`src/rtl/core/wbps_pkg.sv`:
```
`default_nettype none

package wbps_pkg;

  localparam int BYTE_W      = 8;
  localparam int FIELD_ADDR_W = 32;
  localparam int CFG_INDEX_W = 8;
  localparam int CFG_DATA_W  = 64;
  localparam int MASK_W      = 16;
  localparam int LEN_W       = 5;

  // Configuration register indexes
  typedef enum logic [CFG_INDEX_W-1:0] {
    REG_PATTERN_LOW  = 8'd0,
    REG_PATTERN_HIGH = 8'd1,
    REG_WILDCARD     = 8'd2,
    REG_LENGTH       = 8'd3
  } wbps_reg_t;

  typedef struct packed {
    logic [CFG_DATA_W-1:0] pattern_low;
    logic [CFG_DATA_W-1:0] pattern_high;
    logic [MASK_W-1:0]     wildcard_mask;
    logic [LEN_W-1:0]      pattern_length;
  } wbps_cfg_t;

  typedef struct packed {
    logic                    valid;
    logic                    found;
    logic [FIELD_ADDR_W-1:0] address;
  } wbps_result_t;

endpackage

`default_nettype wire

```
`src/rtl/core/wbps_channels.sv`:
```
`default_nettype none

interface wbps_in_if;
  import wbps_pkg::*;

  logic                    valid;
  logic                    ready;
  logic [BYTE_W-1:0]       data_byte;
  logic [FIELD_ADDR_W-1:0] byte_address;
  logic                    region_end;

  modport source (output valid, output data_byte, output byte_address,
                  output region_end, input ready);
  modport sink (input valid, input data_byte, input byte_address,
                input region_end, output ready);
endinterface

interface wbps_out_if;
  import wbps_pkg::*;

  logic                    valid;
  logic                    ready;
  logic                    match_found;
  logic [FIELD_ADDR_W-1:0] match_address;

  modport source (output valid, output match_found, output match_address,
                  input ready);
  modport sink (input valid, input match_found, input match_address,
                output ready);
endinterface

interface wbps_cfg_if;
  import wbps_pkg::*;

  logic                   valid;
  logic                   ready;
  logic [CFG_INDEX_W-1:0] index;
  logic [CFG_DATA_W-1:0]  data;

  modport source (output valid, output index, output data, input ready);
  modport sink (input valid, input index, input data, output ready);
endinterface

`default_nettype wire

```
`src/rtl/core/wbps_cfg_regs.sv`:
```
`default_nettype none

module wbps_cfg_regs (
  input  wire logic          clk,
  input  wire logic          rst,
  wbps_cfg_if.sink           cfg,
  output wbps_pkg::wbps_cfg_t regs
);
  import wbps_pkg::*;

  wbps_cfg_t regs_next;
  logic      write;

  assign cfg.ready = 1'b1;
  assign write     = cfg.valid && cfg.ready;

  always_comb begin
    regs_next = regs;
    if (write) begin
      unique case (cfg.index)
        REG_PATTERN_LOW:  regs_next.pattern_low    = cfg.data;
        REG_PATTERN_HIGH: regs_next.pattern_high   = cfg.data;
        REG_WILDCARD:     regs_next.wildcard_mask  = cfg.data[MASK_W-1:0];
        REG_LENGTH:       regs_next.pattern_length = cfg.data[LEN_W-1:0];
        default:          regs_next = regs;  // drop writes to unused indexes
      endcase
    end
  end

  always_ff @(posedge clk) begin
    if (rst) begin
      regs <= '0;
    end else begin
      regs <= regs_next;
    end
  end

endmodule

`default_nettype wire

```
`src/rtl/core/wbps_matcher.sv`:
```
`default_nettype none

module wbps_matcher #(
  parameter int PATTERN_MAX   = 16,
  parameter int ADDRESS_WIDTH = 32
) (
  input  wire logic                                clk,
  input  wire logic                                rst,
  input  wire wbps_pkg::wbps_cfg_t                 regs,
  input  wire logic                                step,
  input  wire logic [wbps_pkg::BYTE_W-1:0]         data_byte,
  input  wire logic [wbps_pkg::FIELD_ADDR_W-1:0]   byte_address,
  input  wire logic                                region_end,
  output wbps_pkg::wbps_result_t                   result
);
  import wbps_pkg::*;

  localparam int IDX_W = (PATTERN_MAX > 1) ? $clog2(PATTERN_MAX) : 1;
  localparam logic [LEN_W-1:0] LEN_MAX = LEN_W'(PATTERN_MAX);

  logic [PATTERN_MAX-1:0]   vec;
  logic                     reported;
  logic [PATTERN_MAX-1:0]   accept;
  logic [PATTERN_MAX:0]     shifted;
  logic [PATTERN_MAX-1:0]   vec_upd;
  logic [LEN_W-1:0]         len_eff;
  logic [LEN_W-1:0]         len_m1;
  logic                     hit;
  logic [ADDRESS_WIDTH-1:0] start;

  // One compare per pattern position
  for (genvar i = 0; i < PATTERN_MAX; i++) begin : g_pos
    if (i < 8) begin : g_low
      assign accept[i] = regs.wildcard_mask[i] ||
                         (regs.pattern_low[8*i +: 8] == data_byte);
    end else begin : g_high
      assign accept[i] = regs.wildcard_mask[i] ||
                         (regs.pattern_high[8*(i-8) +: 8] == data_byte);
    end
  end

  always_comb begin
    len_eff = (regs.pattern_length > LEN_MAX) ? LEN_MAX : regs.pattern_length;
    len_m1  = len_eff - LEN_W'(1);
    shifted = {vec, 1'b1};
    vec_upd = shifted[PATTERN_MAX-1:0] & accept;
    hit     = (len_eff != '0) && vec_upd[len_m1[IDX_W-1:0]];
    start   = ADDRESS_WIDTH'(byte_address) - ADDRESS_WIDTH'(len_m1);

    result.valid   = !reported && (hit || region_end);
    result.found   = hit;
    result.address = hit ? FIELD_ADDR_W'(start) : '0;
  end

  always_ff @(posedge clk) begin
    if (rst) begin
      vec      <= '0;
      reported <= 1'b0;
    end else if (step) begin
      if (region_end) begin
        vec      <= '0;
        reported <= 1'b0;
      end else if (!reported) begin
        vec      <= vec_upd;
        reported <= hit;
      end
    end
  end

endmodule

`default_nettype wire

```
`src/rtl/core/wildcard_byte_pattern_scan.sv`:
```
`default_nettype none

// Wildcard byte-pattern scanner.
// Feed a memory region on byte_stream, one word per byte with its address;
// region_end marks the last byte. Program the pattern through cfg while idle:
// index 0/1 hold pattern bytes 0-7 and 8-15, index 2 the wildcard mask,
// index 3 the length (zero never matches, above PATTERN_MAX is clamped).
// For each region exactly one word leaves on result: the start address of the
// first match as soon as it completes, or match_found low with address zero
// at region end. Bytes after a match give nothing; region end clears state.
// Path: the deciding byte waits in the input register, then its outcome is
// captured in the result register, where result valid rises and the word
// leaves. Throughput: one byte per cycle while no held result is stalled,
// with the shift-and vector updated on each byte that steps the matcher.
// When the receiver stalls, the result register holds and the input register
// takes one more byte; byte_stream.ready then drops until the result leaves.
// Bytes that give no result still pass freely unless the input register
// is blocked behind a held result.
// Reset (rst, synchronous) clears the configuration, the match vector and
// the valid flags of both pipeline registers.
module wildcard_byte_pattern_scan #(
  parameter int PATTERN_MAX   = 16,
  parameter int ADDRESS_WIDTH = 32
) (
  input wire logic clk,
  input wire logic rst,
  wbps_cfg_if.sink cfg,
  wbps_in_if.sink  byte_stream,
  wbps_out_if.source result
);
  import wbps_pkg::*;

  wbps_cfg_t    regs;
  wbps_result_t res;

  // Input register
  logic                    s1_valid;
  logic [BYTE_W-1:0]       s1_data_byte;
  logic [FIELD_ADDR_W-1:0] s1_address;
  logic                    s1_last;

  // Result register
  logic                    o_valid;
  logic                    o_found;
  logic [FIELD_ADDR_W-1:0] o_address;

  logic out_free;
  logic step;
  logic load;

  wbps_cfg_regs u_cfg (
    .clk  (clk),
    .rst  (rst),
    .cfg  (cfg),
    .regs (regs)
  );

  wbps_matcher #(
    .PATTERN_MAX   (PATTERN_MAX),
    .ADDRESS_WIDTH (ADDRESS_WIDTH)
  ) u_match (
    .clk          (clk),
    .rst          (rst),
    .regs         (regs),
    .step         (step),
    .data_byte    (s1_data_byte),
    .byte_address (s1_address),
    .region_end   (s1_last),
    .result       (res)
  );

  // Advance the held byte only when the result register can take its outcome
  assign out_free          = !o_valid || result.ready;
  assign step              = s1_valid && out_free;
  assign byte_stream.ready = !s1_valid || out_free;
  assign load              = byte_stream.valid && byte_stream.ready;

  always_ff @(posedge clk) begin
    if (rst) begin
      s1_valid <= 1'b0;
    end else if (load) begin
      s1_valid <= 1'b1;
    end else if (step) begin
      s1_valid <= 1'b0;
    end
  end

  always_ff @(posedge clk) begin
    if (load) begin
      s1_data_byte <= byte_stream.data_byte;
      s1_address   <= byte_stream.byte_address;
      s1_last      <= byte_stream.region_end;
    end
  end

  always_ff @(posedge clk) begin
    if (rst) begin
      o_valid <= 1'b0;
    end else if (out_free) begin
      o_valid <= step && res.valid;
    end
  end

  always_ff @(posedge clk) begin
    if (out_free && step && res.valid) begin
      o_found   <= res.found;
      o_address <= res.address;
    end
  end

  assign result.valid         = o_valid;
  assign result.match_found   = o_found;
  assign result.match_address = o_address;

endmodule

`default_nettype wire
```
`src/flat_wrapper.sv`:
```
// flat-port wrapper written by rule: the top's interface ports become plain ports
module wildcard_byte_pattern_scan_flat import wbps_pkg::*;
#(
  parameter int PATTERN_MAX   = 16,
  parameter int ADDRESS_WIDTH = 32
)
  (clk, rst, cfg_valid, cfg_index, cfg_data, cfg_ready, byte_stream_valid, byte_stream_data_byte, byte_stream_byte_address, byte_stream_region_end, byte_stream_ready, result_valid, result_match_found, result_match_address, result_ready);
  wbps_cfg_if cfg_i ();
  wbps_in_if byte_stream_i ();
  wbps_out_if result_i ();
  input wire logic clk;
  input wire logic rst;
  input wire logic [$bits(cfg_i.valid)-1:0] cfg_valid;
  input wire logic [$bits(cfg_i.index)-1:0] cfg_index;
  input wire logic [$bits(cfg_i.data)-1:0] cfg_data;
  output wire logic [$bits(cfg_i.ready)-1:0] cfg_ready;
  input wire logic [$bits(byte_stream_i.valid)-1:0] byte_stream_valid;
  input wire logic [$bits(byte_stream_i.data_byte)-1:0] byte_stream_data_byte;
  input wire logic [$bits(byte_stream_i.byte_address)-1:0] byte_stream_byte_address;
  input wire logic [$bits(byte_stream_i.region_end)-1:0] byte_stream_region_end;
  output wire logic [$bits(byte_stream_i.ready)-1:0] byte_stream_ready;
  output wire logic [$bits(result_i.valid)-1:0] result_valid;
  output wire logic [$bits(result_i.match_found)-1:0] result_match_found;
  output wire logic [$bits(result_i.match_address)-1:0] result_match_address;
  input wire logic [$bits(result_i.ready)-1:0] result_ready;
  assign cfg_i.valid = cfg_valid;
  assign cfg_i.index = cfg_index;
  assign cfg_i.data = cfg_data;
  assign cfg_ready = cfg_i.ready;
  assign byte_stream_i.valid = byte_stream_valid;
  assign byte_stream_i.data_byte = byte_stream_data_byte;
  assign byte_stream_i.byte_address = byte_stream_byte_address;
  assign byte_stream_i.region_end = byte_stream_region_end;
  assign byte_stream_ready = byte_stream_i.ready;
  assign result_valid = result_i.valid;
  assign result_match_found = result_i.match_found;
  assign result_match_address = result_i.match_address;
  assign result_i.ready = result_ready;
  wildcard_byte_pattern_scan #(.PATTERN_MAX(PATTERN_MAX), .ADDRESS_WIDTH(ADDRESS_WIDTH)) u_core (.clk(clk), .rst(rst), .cfg(cfg_i), .byte_stream(byte_stream_i), .result(result_i));
endmodule
```
`config.mk`:
```
export PLATFORM = sky130hd
export DESIGN_NAME = wildcard_byte_pattern_scan_flat
export DESIGN_NICKNAME = d
export VERILOG_FILES = /design/src/rtl/core/wbps_pkg.sv /design/src/rtl/core/wbps_channels.sv /design/src/rtl/core/wbps_cfg_regs.sv /design/src/rtl/core/wbps_matcher.sv /design/src/rtl/core/wildcard_byte_pattern_scan.sv /design/src/flat_wrapper.sv
export SDC_FILE = /design/constraint.sdc
export NUM_CORES = 1
export LEC_CHECK = 0
export BUFFER_PORTS_ARGS = -buffer_cell sky130_fd_sc_hd__buf_2
export CAP_MARGIN = 15
export CORE_MARGIN = 5
export CORE_UTILIZATION = 40
export CTS_CLUSTER_DIAMETER = 200
export CTS_CLUSTER_SIZE = 28
export DETAILED_ROUTE_END_ITERATION = 6
export HOLD_SLACK_MARGIN = 0.08
export PLACE_DENSITY = 0.62
export SLEW_MARGIN = 10
export SYNTH_ARGS = -nofsm -noshare
export SYNTH_HDL_FRONTEND = slang
export SYNTH_SLANG_ARGS = --single-unit
```
`constraint.sdc`:
```
create_clock -name clk -period 5.8 [get_ports clk]
set_input_delay 0.58 -clock clk [delete_from_list [all_inputs] [get_ports clk]]
set_output_delay 0.58 -clock clk [all_outputs]
set_load 0.1 [all_outputs]
```
==> reports/results.ini <==
[status]
outcome = finished clean

[synth]
synth_edf_count = 74
ys_ff_latch = 241
syn-cell-area_um2 = 10700
synth-compound-area-share_pct = 10.6
syn_area_per_cell_um2 = 9.03
synth_top_area_share_pct = 31.1
ys.flop_type = dfxtp_1
synth_mux_area_share_pct = 0.571
yosys_warnings = 0
syn_inst = 1189
synth_xor_xnor_area_share_pct = 12.7
synthTopCellsByArea = dfxtp_1, edfxtp_1, nand2_1
synth_fp_nets = 1313
synth-simple-area-share_pct = 20.0
synthAdderAreaFrac_pct = 0.769
synth_top_family_by_area = simple AND/OR/NAND/NOR gates
yosys.area.top_type = dfxtp_1
ys_seq_area_share_pct = 51.8
async_reset_ff_share_pct = 0
yosys.cell_types.count = 63

[finish]
drive_above_1_share_pct = 15.5
nNetsFinal = 1417
syn2layout_area_growth_pct = 12.4
final_cell_mix = nand2_1, dfxtp_1, a21oi_1
stdcell_count = 1639
final_common_cell = nand2_1
fill_cells = 2650

[die]
die-area_um2 = 30200
core_area_um2 = 26700
fp-row-count = 60
fp.dieH_um = 174
start_util_pct = 40.2
die_w_um = 174
ioPinCount = 154

[pwr]
pwr-share-comb_pct = 6.8
p_int_mw = 2.23
p_sw_share_pct = 23.7
clkPwrFrac_pct = 31.9
p_switching_uw = 694
p_per_area_nw_per_um2 = 242
power.share.sequential_pct = 61.3
total_leakage_power_nw = 4.50
vdd_drop_max_v = 0.000169

[place]
dp_cells = 1620
io_buffers = 152
gp_congestion = 0.851
place.detailed.hpwl_mm = 19.3

[global_routing]
grt_use_total_pct = 17.5
antenna_found_initial = 1
grt_max_degree = 95
grt_pass1_vias = 8022
grt_pass1_wl_mm = 43.3
grt_overflow_total = 0

[sta]
post-route-period-util_pct = 70.8
slew_viol_final = 0
slew_headroom_pct = 22.8
min_period_ps = 4110
hold_viol_final = 0
fin_skew_ps = 44.9
setup_viol = 0
clock.fmax_ghz = 0.243
rsz0062_at_grt = no
worst_pin_slew_ps = 1150
timing.setup.tns_ps = 0

[cts]
root_buffer = clkbuf_16
cts_setup_buffers = 0
cts_tree = yes
clock_latency_ps = 510
cts.clk_slew.worst_paths_ps = 100
cts.sinks = 241
hold_buffers = 0
cts_buffers = 12
htreeDepth = 1
cts_resized = 0
cts_buffer_depth = 3

[worst_setup_path]
worstPathMaxFanout = 34
crit_type = reg2reg
endpoint_kind = flip-flop
cp.required_ps = 5930
worstSetupStartpointType = flip-flop
cp.arrival_ps = 4240

[worst_hold_path]
hp-class = in2reg

[detailed_routing]
vias_per_cell = 5.13
firstDrtPassIters = 5
drt-initial-drc-count = 664
drc = 0
wl_mm = 27.6
wire_per_inst_um = 16.8
num_vias = 8401
ant_nets = 0

[flow_run]
cap_violations = 0

## worst max-delay path, stage by stage, from the launching register on
cell and delay [ps]:
edfxtp_1 1050, xor2_1 150, nor4_1 440, a21o_1 210, nand3_1 80, o2111a_1 180
o32ai_1 560, nand3_2 120, buf_4 270, a211oi_4 260, buf_4 400
## stage by stage
stage	util, %	power, mW	instance area [µm²]	setup WS, ps	hold slack (ps)
after floorplan	-	1.94	10700	775	429
after global placement	43.8	2.03	11700	1930	437
after detailed placement	43.8	2.03	11700	1770	447
after CTS	45.1	2.96	12100	1710	228
after global routing	45.1	3.03	12100	1520	229
final	45.1	2.92	12100	1690	249
## cells in the mapped netlist, drive strengths merged, types with 2 or more instances
cell,n
a21boi,2
inv,10
a32oi,3
nand2,310
ha,5
nand3,6
o21a,2
and2b,2
mux2i,5
edfxtp,74
nor2b,10
a211oi,3
xor2,103
or3b,2
buf,33
dfxtp,167
a21oi,165
nand3b,5
nand2b,4
o22ai,2
or3,3
clkbuf,42
nor2,79
nor3,15
nor3b,3
xnor2,53
and2,3
nand4,12
a22oi,2
or2,3
o21ai,10
nor4,27
a41o,4
## final cells by class
cell class	count	area [µm²]	share of cell area, %
Sequential cell	241	5570	46.1
Multi-Input combinational cell	863	4820	40.0
Timing Repair Buffer	165	861	7.14
Tap cell	341	427	3.54
Clock buffer	16	315	2.61
Inverter	10	37.5	0.311
Clock inverter	2	32.5	0.270
Antenna cell	1	2.50	0.0207
## power groups by stage
stage | registers [mW] | logic (mW) | clock network (mW)
floorplan | 1.83 | 0.110 | 0
global placement | 1.83 | 0.197 | 0
detailed placement | 1.83 | 0.198 | 0
CTS | 1.79 | 0.199 | 0.965
global route | 1.79 | 0.216 | 1.02
finish | 1.79 | 0.197 | 0.933
## metal layers
metal  vias to the layer above  global-route usage, %  share of wire [%]
met1                      3965                   24.0                 45
met2                       240                   29.2                 47
li1                       4168                      -                  -
met4                         0                   3.99                2.2
met3                        28                   2.99                5.3
met5                         -                      0                  0
## kinds of logic after synthesis
kind of cell / count (synthesis)
multiplexers: 6
AO/OA/AOI/OAI: 206
buffers and inverters: 85
AND/OR/NAND/NOR: 488
flip-flops: 241
other: 1
adder cells (fa/ha/maj): 6
XOR/XNOR: 156
## worst paths after layout
path	cells past startpoint	start	slack, ps	to
worst max-delay path	10	u_core.s1_data_byte[6]	1690	u_core.result.match_address[18]
worst min register to register	2	u_core.u_cfg.regs[7]	460	u_core.u_cfg.regs[7]
worst max register to register	10	u_core.s1_data_byte[6]	1690	u_core.result.match_address[18]
worst min-delay path	1	byte_stream_data_byte[0]	250	u_core.s1_data_byte[0]
## registers in the layout (all words and copies together), names as in the netlist
name,cells
u_core.result.match_address,32
u_core.result.match_found,1
u_core.result.valid,1
u_core.s1_address,32
u_core.s1_data_byte,8
u_core.s1_last,1
u_core.s1_valid,1
u_core.u_cfg.regs,149
u_core.u_match.reported,1
u_core.u_match.vec,15
Power figures use the tool's default switching activity.
